==> src/rtl/core/frod_pkg.sv <==
// ----------------------------------------------------------------------------
// frod_pkg
// Shared types for the fetch range overlap detector: request and result
// payloads and the walk state encoding.
// ----------------------------------------------------------------------------
package frod_pkg;

	localparam int unsigned ADDR_W = 64;
	localparam int unsigned LEN_W  = 32;

	// request opcodes
	localparam logic OP_CHECK = 1'b0;
	localparam logic OP_CLEAR = 1'b1;

	typedef struct packed {
		logic              op;
		logic [ADDR_W-1:0] fetch_address;
		logic [LEN_W-1:0]  fetch_length;
	} req_t;

	typedef struct packed {
		logic double_fetch;
		logic extended;
		logic dropped;
	} rsp_t;

	typedef enum logic [2:0] {
		ST_IDLE   = 3'b001,
		ST_WALK   = 3'b010,
		ST_FINISH = 3'b100
	} walk_state_t;

endpackage

==> src/rtl/core/frod_range_mem.sv <==
// ----------------------------------------------------------------------------
// frod_range_mem
// Range table storage: start and end arrays, one write port with separate
// enables per array, one registered read port.
// ----------------------------------------------------------------------------
module frod_range_mem #(
	parameter int unsigned DEPTH = 16,
	parameter int unsigned IDX_W = 4
) (
	input  logic             clk,
	input  logic             wr_start_en,
	input  logic             wr_end_en,
	input  logic [IDX_W-1:0] wr_addr,
	input  logic [63:0]      wr_start,
	input  logic [63:0]      wr_end,
	input  logic             rd_en,
	input  logic [IDX_W-1:0] rd_addr,
	output logic [63:0]      rd_start,
	output logic [63:0]      rd_end
);
	import frod_pkg::*;

	logic [ADDR_W-1:0] start_mem [DEPTH];
	logic [ADDR_W-1:0] end_mem   [DEPTH];

	// write port
	always_ff @(posedge clk) begin
		if (wr_start_en) begin
			start_mem[wr_addr] <= wr_start;
		end
		if (wr_end_en) begin
			end_mem[wr_addr] <= wr_end;
		end
	end

	// registered read port
	always_ff @(posedge clk) begin
		if (rd_en) begin
			rd_start <= start_mem[rd_addr];
			rd_end   <= end_mem[rd_addr];
		end
	end

endmodule

==> src/rtl/core/frod_walk.sv <==
// ----------------------------------------------------------------------------
// frod_walk
// Walk sequencer: takes a request, walks stored ranges newest first through
// the range memory, extends or flags, stores new ranges and holds the result.
// ----------------------------------------------------------------------------
module frod_walk #(
	parameter int unsigned MAX_RANGES = 16,
	parameter int unsigned IDX_W      = 4,
	parameter int unsigned CNT_W      = 5
) (
	input  logic             clk,
	input  logic             arst_n,
	input  logic             check_disabled,
	input  logic             in_valid,
	output logic             in_stall,
	input  frod_pkg::req_t   in_data,
	output logic             out_valid,
	input  logic             out_stall,
	output frod_pkg::rsp_t   out_data,
	output logic             wr_start_en,
	output logic             wr_end_en,
	output logic [IDX_W-1:0] wr_addr,
	output logic [63:0]      wr_start,
	output logic [63:0]      wr_end,
	output logic             rd_en,
	output logic [IDX_W-1:0] rd_addr,
	input  logic [63:0]      rd_start,
	input  logic [63:0]      rd_end
);
	import frod_pkg::*;

	localparam logic [CNT_W-1:0] CNT_MAX = CNT_W'(MAX_RANGES);

	walk_state_t       state_q;
	logic [CNT_W-1:0]  count_q;
	logic              out_valid_q;
	rsp_t              out_q;
	logic [ADDR_W-1:0] start_q;
	logic [ADDR_W-1:0] end_q;
	logic [IDX_W-1:0]  k_q;
	logic              op_q;
	logic              dis_q;
	logic              ext_q;
	logic              dbl_q;

	logic              accept;
	logic              fire;
	logic              plain_new;
	logic              store;
	logic              drop;
	logic              hit_ext;
	logic              hit_ovl;
	logic [ADDR_W-1:0] new_end;
	logic [CNT_W-1:0]  count_dec;

	assign in_stall  = (state_q != ST_IDLE);
	assign accept    = in_valid && !in_stall;
	assign new_end   = in_data.fetch_address + ADDR_W'(in_data.fetch_length);
	assign count_dec = count_q - CNT_W'(1);

	// compare the entry read last cycle against the request range
	assign hit_ext = (start_q == rd_end);
	assign hit_ovl = !((end_q < rd_start) || (start_q > rd_end));

	// finish: result slot free, then store or drop and present the result
	assign fire      = (state_q == ST_FINISH) && (!out_valid_q || !out_stall);
	assign plain_new = (op_q == OP_CHECK) && !dis_q && !dbl_q && !ext_q;
	assign store     = fire && plain_new && (count_q < CNT_MAX);
	assign drop      = fire && plain_new && (count_q >= CNT_MAX);

	// memory read address: newest entry on accept, then one step down per cycle
	always_comb begin
		rd_en   = 1'b0;
		rd_addr = k_q - IDX_W'(1);
		if (state_q == ST_IDLE) begin
			rd_en   = accept;
			rd_addr = count_dec[IDX_W-1:0];
		end else if (state_q == ST_WALK) begin
			rd_en = (k_q != '0) && !(hit_ovl && !hit_ext);
		end
	end

	// memory write: extension during the walk, new range at finish
	always_comb begin
		wr_start_en = store;
		wr_end_en   = store || ((state_q == ST_WALK) && hit_ext);
		wr_addr     = store ? count_q[IDX_W-1:0] : k_q;
		wr_start    = start_q;
		wr_end      = end_q;
	end

	// control state
	always_ff @(posedge clk or negedge arst_n) begin
		if (!arst_n) begin
			state_q     <= ST_IDLE;
			count_q     <= '0;
			out_valid_q <= 1'b0;
		end else begin
			case (state_q)
				ST_IDLE: begin
					if (accept) begin
						if ((in_data.op == OP_CHECK) && !check_disabled && (count_q != '0)) begin
							state_q <= ST_WALK;
						end else begin
							state_q <= ST_FINISH;
						end
					end
				end
				ST_WALK: begin
					if ((!hit_ext && hit_ovl) || (k_q == '0)) begin
						state_q <= ST_FINISH;
					end
				end
				ST_FINISH: begin
					if (fire) begin
						state_q <= ST_IDLE;
					end
				end
				default: begin
					state_q <= ST_IDLE;
				end
			endcase

			if (fire && (op_q == OP_CLEAR)) begin
				count_q <= '0;
			end else if (store) begin
				count_q <= count_q + CNT_W'(1);
			end

			if (fire) begin
				out_valid_q <= 1'b1;
			end else if (!out_stall) begin
				out_valid_q <= 1'b0;
			end
		end
	end

	// request payload and walk flags
	always_ff @(posedge clk) begin
		if (accept) begin
			op_q    <= in_data.op;
			dis_q   <= check_disabled;
			start_q <= in_data.fetch_address;
			end_q   <= new_end;
			k_q     <= count_dec[IDX_W-1:0];
			ext_q   <= 1'b0;
			dbl_q   <= 1'b0;
		end else if (state_q == ST_WALK) begin
			if (hit_ext) begin
				ext_q <= 1'b1;
			end else if (hit_ovl) begin
				dbl_q <= 1'b1;
			end
			k_q <= k_q - IDX_W'(1);
		end
		if (fire) begin
			out_q.double_fetch <= dbl_q;
			out_q.extended     <= ext_q;
			out_q.dropped      <= drop;
		end
	end

	assign out_valid = out_valid_q;
	assign out_data  = out_q;

endmodule

==> src/rtl/core/fetch_range_overlap_detector.sv <==
// ----------------------------------------------------------------------------
// fetch_range_overlap_detector
// Flags double fetches of user address ranges within one call.
//
// Request channel (in_valid / in_stall / in_data): op selects a range check
// or a clear of the table. A request is taken when in_valid is high and
// in_stall low. Result channel (out_valid / out_stall / out_data) carries
// double_fetch, extended and dropped, one result per request.
// Config channel (cfg_valid / cfg_ready / cfg_data) writes check_disabled;
// cfg_ready is always high, write only while no request is in flight.
// A check walks the stored ranges newest first, one per cycle through the
// range memory read port, visiting at most the stored count of ranges, and
// the result is registered when the walk ends. Clears, disabled checks and
// checks of an empty table skip the walk and go straight to the finish
// state. One request is in flight at a time; the next is taken only once
// the block is back in idle after the result is registered.
// A stalled result holds in the output register; the block keeps the
// finished request until that register frees, then takes the next one.
// Reset empties the table (count to zero) and clears check_disabled.
// ----------------------------------------------------------------------------
module fetch_range_overlap_detector #(
	parameter int unsigned MAX_RANGES = 16
) (
	input  logic           clk,
	input  logic           arst_n,
	input  logic           in_valid,
	output logic           in_stall,
	input  frod_pkg::req_t in_data,
	output logic           out_valid,
	input  logic           out_stall,
	output frod_pkg::rsp_t out_data,
	input  logic           cfg_valid,
	output logic           cfg_ready,
	input  logic           cfg_data
);
	import frod_pkg::*;

	localparam int unsigned IDX_W = (MAX_RANGES > 1) ? $clog2(MAX_RANGES) : 1;
	localparam int unsigned CNT_W = $clog2(MAX_RANGES + 1);

	logic              disabled_q;
	logic              wr_start_en;
	logic              wr_end_en;
	logic [IDX_W-1:0]  wr_addr;
	logic [ADDR_W-1:0] wr_start;
	logic [ADDR_W-1:0] wr_end;
	logic              rd_en;
	logic [IDX_W-1:0]  rd_addr;
	logic [ADDR_W-1:0] rd_start;
	logic [ADDR_W-1:0] rd_end;

	// check disable register
	assign cfg_ready = 1'b1;

	always_ff @(posedge clk or negedge arst_n) begin
		if (!arst_n) begin
			disabled_q <= 1'b0;
		end else if (cfg_valid && cfg_ready) begin
			disabled_q <= cfg_data;
		end
	end

	// walk sequencer
	frod_walk #(
		.MAX_RANGES (MAX_RANGES),
		.IDX_W      (IDX_W),
		.CNT_W      (CNT_W)
	) u_walk (
		.clk            (clk),
		.arst_n         (arst_n),
		.check_disabled (disabled_q),
		.in_valid       (in_valid),
		.in_stall       (in_stall),
		.in_data        (in_data),
		.out_valid      (out_valid),
		.out_stall      (out_stall),
		.out_data       (out_data),
		.wr_start_en    (wr_start_en),
		.wr_end_en      (wr_end_en),
		.wr_addr        (wr_addr),
		.wr_start       (wr_start),
		.wr_end         (wr_end),
		.rd_en          (rd_en),
		.rd_addr        (rd_addr),
		.rd_start       (rd_start),
		.rd_end         (rd_end)
	);

	// range table
	frod_range_mem #(
		.DEPTH (MAX_RANGES),
		.IDX_W (IDX_W)
	) u_mem (
		.clk         (clk),
		.wr_start_en (wr_start_en),
		.wr_end_en   (wr_end_en),
		.wr_addr     (wr_addr),
		.wr_start    (wr_start),
		.wr_end      (wr_end),
		.rd_en       (rd_en),
		.rd_addr     (rd_addr),
		.rd_start    (rd_start),
		.rd_end      (rd_end)
	);

endmodule

==> config.mk <==
export PLATFORM = sky130hd
export DESIGN_NAME = fetch_range_overlap_detector
export DESIGN_NICKNAME = d
export VERILOG_FILES = /design/src/rtl/core/frod_pkg.sv /design/src/rtl/core/frod_range_mem.sv /design/src/rtl/core/frod_walk.sv /design/src/rtl/core/fetch_range_overlap_detector.sv
export SDC_FILE = /design/constraint.sdc
export NUM_CORES = 2
export LEC_CHECK = 0
export ABC_AREA = 1
export ABC_CLOCK_PERIOD_IN_PS = 11220
export BUFFER_PORTS_ARGS = -buffer_cell sky130_fd_sc_hd__buf_4
export CORE_MARGIN = 1
export CORE_UTILIZATION = 57
export CTS_CLUSTER_SIZE = 16
export DETAILED_ROUTE_END_ITERATION = 10
export PLACE_DENSITY = 0.76
export SLEW_MARGIN = 20
export SYNTH_ARGS = -nofsm -noshare
export SYNTH_HDL_FRONTEND = slang
export SYNTH_SLANG_ARGS = --single-unit
==> constraint.sdc <==
create_clock -name clk -period 11.22 [get_ports clk]
set_input_delay 0.561 -clock clk [delete_from_list [all_inputs] [get_ports clk]]
set_output_delay 0.561 -clock clk [all_outputs]
set_load 0.05 [all_outputs]
======== Word level (Yosys, flattened, before mapping) ========
Memories as Yosys holds them, arrays and structs flattened. A register that Yosys moved wholly into a read port is not among the register bits.
Index checks and enable logic that the tools add are counted.
operators by class
  reduce and logical (&&, ||, !) cells .... 36
  div/mod/pow operators ................... 0
  eq/ne operators ......................... 9
  add/subtract/negate cells ............... 4
  shift-type cells ........................ 0
  $lt $le $gt $ge ......................... 4
  multiply operators ...................... 0
  mux-type cells .......................... 19
  bitwise logic cells ..................... 4
operators with widths
  cell                   number
  $add A64 B32 Y64       1
  $eq A64 B64 Y1         1
  $gt A64 B64 Y1         1
  $lt A64 B64 Y1         1
  $mux W4                4
  $logic_and A1 B1 Y1    14
  $mux W3                4
  $logic_not A1 Y1       10
  $mux W5                2
  $pmux W3 S3            1
  $mux W1                8
  $sub A4 B1 Y4 const B  2
  $ne A2 B1 Y1 const B   3
  $reduce_and A3 Y1      2
  $add A5 B1 Y5 const B  1
  $ge A5 B5 Y1 const B   1
  $lt A5 B5 Y1 const B   1
  $reduce_bool A5 Y1     1
  $logic_not A4 Y1       1
  $logic_or A1 B1 Y1     4
  $not A1 Y1             4
  $reduce_bool A2 Y1     2
  $reduce_bool A4 Y1     1
  $eq A3 B1 Y1 const B   1
  5 further kinds        5
storage, ports and cells
  memories ................................ 2
  bits in registers ....................... 149
  RAM bits ................................ 2,048
  logic and storage cells ................. 92
  ROM bits ................................ 0
  latch bits .............................. 0
memories
  memory           depth  width  read ports  clocked after Yosys merged registers in  wr ports  line                  text
  u_mem.end_mem    16     64     1           1                                        1         frod_range_mem.sv:24  logic [ADDR_W-1:0] end_mem [DEPTH];
  u_mem.start_mem  16     64     1           1                                        1         frod_range_mem.sv:23  logic [ADDR_W-1:0] start_mem [DEPTH];

======== Depth between registers and ports, before layout ========
  depth in word-level cells ............... 9
  depth in mapped cells ................... 18

======== By module ========
From an unflattened synthesis, not the netlist that was laid out.
unflattened totals
  cell total of the unflattened synthesis .. 9,135
  area total of the unflattened synthesis .. 100,271.2 um2
modules (own cells, without submodules)
  module                        cells each  instances  area each (um2)  sequential area each (um2)
  frod_range_mem                7,706       1          88,660.0         65,342.7
  frod_walk                     1,422       1          11,559.8         4,380.5
  fetch_range_overlap_detector  7           1          51.3             25.0

======== Worst setup path after synthesis ========
Ideal clock, no wire load.
  kind .................................... register to register
  from .................................... register u_walk.state_q[0]
  to ...................................... register u_mem.rd_end[0] (read register of u_mem.end_mem) (enable)
  library setup time ...................... 492 ps
  data required time ...................... 10,728 ps
  stages on the path, launching flop included .. 6
  arrival ................................. 10,364 ps
  path slack .............................. 365 ps
  path through ............................ dfstp_2 -> nand3_2 -> buf_6 -> nor2_1 -> inv_1 -> nand2_1
between the ends
  longest elaborated chain between the ends .. 4
  elaborated cells on any way between the ends .. 8
  classes of those cells .................. eq/ne (3); mux (3); reduce/logical (2)
ends and longest elaborated chain
  what                    line                                text
  start, declared         frod_walk.sv:34                     walk_state_t state_q;
  start signal, assigned  frod_walk.sv:95                     state_q <= ST_IDLE;
  start signal, assigned  frod_walk.sv:103                    state_q <= ST_WALK;
  start signal, assigned  frod_walk.sv:105                    state_q <= ST_FINISH;
  $ne A3 B1 Y1            frod_walk.sv:56                     assign in_stall = (state_q != ST_IDLE);
  via in_stall            fetch_range_overlap_detector.sv:27  output logic in_stall,
  $logic_not A1 Y1        frod_walk.sv:57                     assign accept = in_valid && !in_stall;
  $logic_and A1 B1 Y1     frod_walk.sv:57
  via u_walk.accept       frod_walk.sv:46                     logic accept;
  $mux W1                 frod_walk.sv:75                     if (state_q == ST_IDLE) begin
  via rd_en               fetch_range_overlap_detector.sv:47  logic rd_en;
  end, declared           frod_range_mem.sv:19                output logic [63:0] rd_end
The timed path passes the listed nets, and every way through them passes these cells.
A chain may end at the register's enable or synchronous reset.

======== Final worst setup path ========
  from .................................... register u_walk.state_q[0]
  to ...................................... register u_mem.rd_end[17] (read register of u_mem.end_mem) (data pin)
between the ends
  longest elaborated chain between the ends .. 4
  elaborated cells on any way between the ends .. 8
  classes of those cells .................. eq/ne (3); mux (3); reduce/logical (2)
ends and longest elaborated chain
  what                 line
  $ne A3 B1 Y1         frod_walk.sv:56
  $logic_not A1 Y1     frod_walk.sv:57
  $logic_and A1 B1 Y1  frod_walk.sv:57
  $mux W1              frod_walk.sv:75
Several ways; a longest one is shown, not always the timed one.

==> key figures <==
Status
  – Run status: finished, final reports clean

Run
  – MaxCap Viol Count: 0

Critical path
  – Worst Reg-to-Reg Cells: 10
  – Arr. time, crit path: 6.17 ns
  – Worst-path fanout max: 93
  – Reg2reg start: u_walk.state_q[0]$_DFFE_PN1P_
  – Crit start category: register
  – FF-to-FF setup slack: 5.73 ns
  – Critical path class: register to register
  – CP Capture Type: register
  – Worst endpoint required time: 11.90 ns
  – Crit Reg-Reg Endpoint: u_mem.rd_end[17]$_DFFE_PP_

Timing
  – Max-slew violations: 0
  – Final Hold Fails: 0
  – Slew HR: 19.33%
  – # setup viols final: 0
  – RSZ-0062 raised after global routing: no
  – Setup TNS Final: 0 ns
  – Slew of the pin with the lowest slew margin: 1.210 ns
  – Post-route clock period utilization: 48.97%
  – Max Clock Freq: 0.1820 GHz
  – Hold_ws: 0.06628 ns
  – Final Critical Period: 5.495 ns
  – Final setup skew: 0.03971 ns

Global routing
  – First-pass GRT wire length: 387300 µm
  – Grt ovf: 0
  – Vias in the first global route: 60698
  – Gr usage total: 31.63%
  – Pin count of the biggest net entering global routing: 217
  – Antenna violations before repair: 9

Clock tree
  – TritonCTS clock tree: yes
  – Clk buf depth: 3
  – Total CTS buffers: 220
  – H-tree Lvls: 4
  – Reg clk slew, reported paths: 0.06 ns
  – CTS Sinks: 2325
  – Post-CTS setup buffer count: 0
  – Root Buffer: clkbuf_16
  – Worst-Skew Late Latency: 0.87 ns

Yosys
  – Yosys warning total: 0
  – Synth cell types: 48
  – Post-synth EDFFs: 2313
  – Ys async rst share: 0.4301%
  – Mapped Cells: 7211
  – Register area share after synthesis: 74.18%
  – #FFs+latches synth: 2325
  – Avg Cell Area, Syn: 13.04 µm²
  – Mapped Area: 94030 µm²
  – Synth Net Count: 7478
  – Post-synth top flop: edfxtp_1

Power
  – Power per cell area: 312.7 nW/µm²
  – Leakage: 34.70 nW
  – Worst VDD drop: 520.0 µV

Worst hold path
  – Hold path cells: 2
  – Hold/Removal Path Class: input port to register
  – Worst Hold Launch: in_data[0]
  – WHS Endpoint: u_walk.wr_end[0]$_DFFE_PP_

Floorplanning
  – I/O Pins: 109
  – Die Area: 166600 µm²
  – Initial core utilization: 57.57%
  – Die W: 408.2 µm
  – Die Y: 408.2 µm
  – Core Footprint: 163300 µm²
  – # rows: 148

Drt
  – DR iter-0 viols: 9436
  – Via count: 63116
  – # DRC: 0
  – DRT antenna net count: 0
  – DR WL/cell: 27.87 µm
  – DR vias/cell: 6.543
  – WL final: 268900 µm
  – TritonRoute pass-1 iters: 8

Layout
  – Share of post-route cells with drive strength above 1: 7.526%
  – Area growth syn-to-layout: 11.50%
  – Fill count: 11404
  – Final net count: 7554
  – Commonest non-fill, non-tap cell in the layout: edfxtp_1
  – Most frequent cells in the layout: edfxtp_1 (2313), nor2_1 (1336), o21ai_0 (1174), o22ai_1 (500), nand2_1 (330)

Placement
  – Placer Congestion: 0.9531
  – Hpwl dp: 142700 µm
  – Port Buf Inserts: 107
-- cell usage after synthesis (2+ instances only) --
cell      number  area [µm²]
inv_2          3       11.26
buf_4         11       82.58
nor4_1        13       81.33
a31oi_1        3       18.77
o31ai_1        2       15.01
xor2_1        44       385.4
a21boi_0       5       37.54
nand3b_1       2       15.01
o21ai_2        3       26.28
dfrtp_1        9       225.2
o22ai_1      500        3128
edfxtp_1    2313       69460
o221ai_1     108       945.9
o21ai_1      159       795.8
o21a_1         5       37.54
nand4_1       18       112.6
inv_1        292        1096
o21ai_0     1174        5876
ha_1         163        2039
nor3_1        24       120.1
o211ai_1      19       142.6
buf_2        107       535.5
clkbuf_1     291        1092
nand2_1      331        1242
nor2_1      1369        5139
nand3_1       75       375.4
o21bai_1       4       30.03
dfxtp_1        2       40.04
a21o_1         4       30.03
xnor2_1       13       113.9
clkbuf_2       6       30.03
buf_1         10       37.54
a21oi_1      114       570.6
-- metrics by stage --
stage	instances	area (µm²)	setup WS, ns	total power [mW]	utilization [%]
global route	9642	104800	5.496	34.24	64.19
floorplan	7211	94030	0.3646	20.73	-
finish	9646	104800	5.725	32.79	64.19
global placement	9167	96910	5.973	24.58	59.34
CTS	9640	104800	5.861	32.41	64.15
detailed placement	9168	96940	5.897	25.02	59.35
-- kinds of logic (layout without fill, tap and decap cells) --
group	count (synthesis)	count (layout)	synth area share (%)
buf+inv	723	979	3.090
compound gates	2103	2103	12.43
fa+ha+maj	164	164	2.190
flops	2325	2325	74.18
simple gates	1838	1838	7.581
other cells	1	5	0.003988
xor+xnor	57	57	0.5309
-- flip-flops by register name, indices dropped and copies added, names as in the netlist, 4 cells and up --
name / count
u_walk.count_q: 5
u_mem.end_mem: 1024
u_mem.rd_start: 64
u_walk.wr_start: 64
u_mem.start_mem: 1024
u_walk.wr_end: 64
u_mem.rd_end: 64
u_walk.k_q: 4
-- worst max-delay path, stage by stage, from the launching register on --
cell and delay, ns:
dfstp_2 0.55, nand3_2 0.36, o21ai_4 0.25, buf_4 0.72
buf_4 0.89, buf_4 0.86, buf_4 0.81, o21ai_0 0.23
o22ai_1 0.21, o21ai_1 0.08, o22ai_1 0.20
-- final cells by class --
class / count / area (µm²) / share of cell area, %
sequential: 2325 / 69750 / 66.52
multi-input combinational: 4163 / 21670 / 20.66
clock buffer: 267 / 5703 / 5.439
tap: 2175 / 2721 / 2.596
timing repair buffer: 280 / 2420 / 2.308
clock inverter: 135 / 1430 / 1.364
inverter: 297 / 1147 / 1.094
antenna: 4 / 10.01 / 0.009547
-- routing by layer --
metal,part of all wire (%),GRT usage (%)
met3,14,8.218
met2,46,48.99
met5,0.023,0
met4,4.4,14.11
met1,36,42.37
-- timing repair --
| action | in CTS | in global routing |
|---|---|---|
| resized for setup | 0 | 0 |
| hold buffers | 70 | 0 |
| endpoints found under the hold margin | 80 | 0 |
-- worst max-delay path by stage --
stage                                    to  cells after the start                           from  slack (ns)
3_5_place_dp     u_mem.rd_end[17]$_DFFE_PP_                     10  u_walk.state_q[0]$_DFFE_PN1P_        5.90
6_report         u_mem.rd_end[17]$_DFFE_PP_                     10  u_walk.state_q[0]$_DFFE_PN1P_        5.73
2_1_floorplan     u_mem.rd_end[0]$_DFFE_PP_                      5  u_walk.state_q[0]$_DFFE_PN1P_        0.36
5_1_grt        u_mem.rd_start[43]$_DFFE_PP_                     10  u_walk.state_q[0]$_DFFE_PN1P_        5.50
3_3_place_gp   u_mem.rd_start[40]$_DFFE_PP_                     10  u_walk.state_q[0]$_DFFE_PN1P_        5.97
4_1_cts          u_mem.rd_end[17]$_DFFE_PP_                     10  u_walk.state_q[0]$_DFFE_PN1P_        5.86
-- power breakdown --
part | switching [mW] | internal, mW | leakage, nW
clock | 3.23 | 4.16 | 3.46
combinational | 9.94 | 3.91 | 10.2
sequential | 0.650 | 10.9 | 21.0
total | 13.8 | 19.0 | 34.7
No activity file was read; power rests on OpenSTA's default activity.
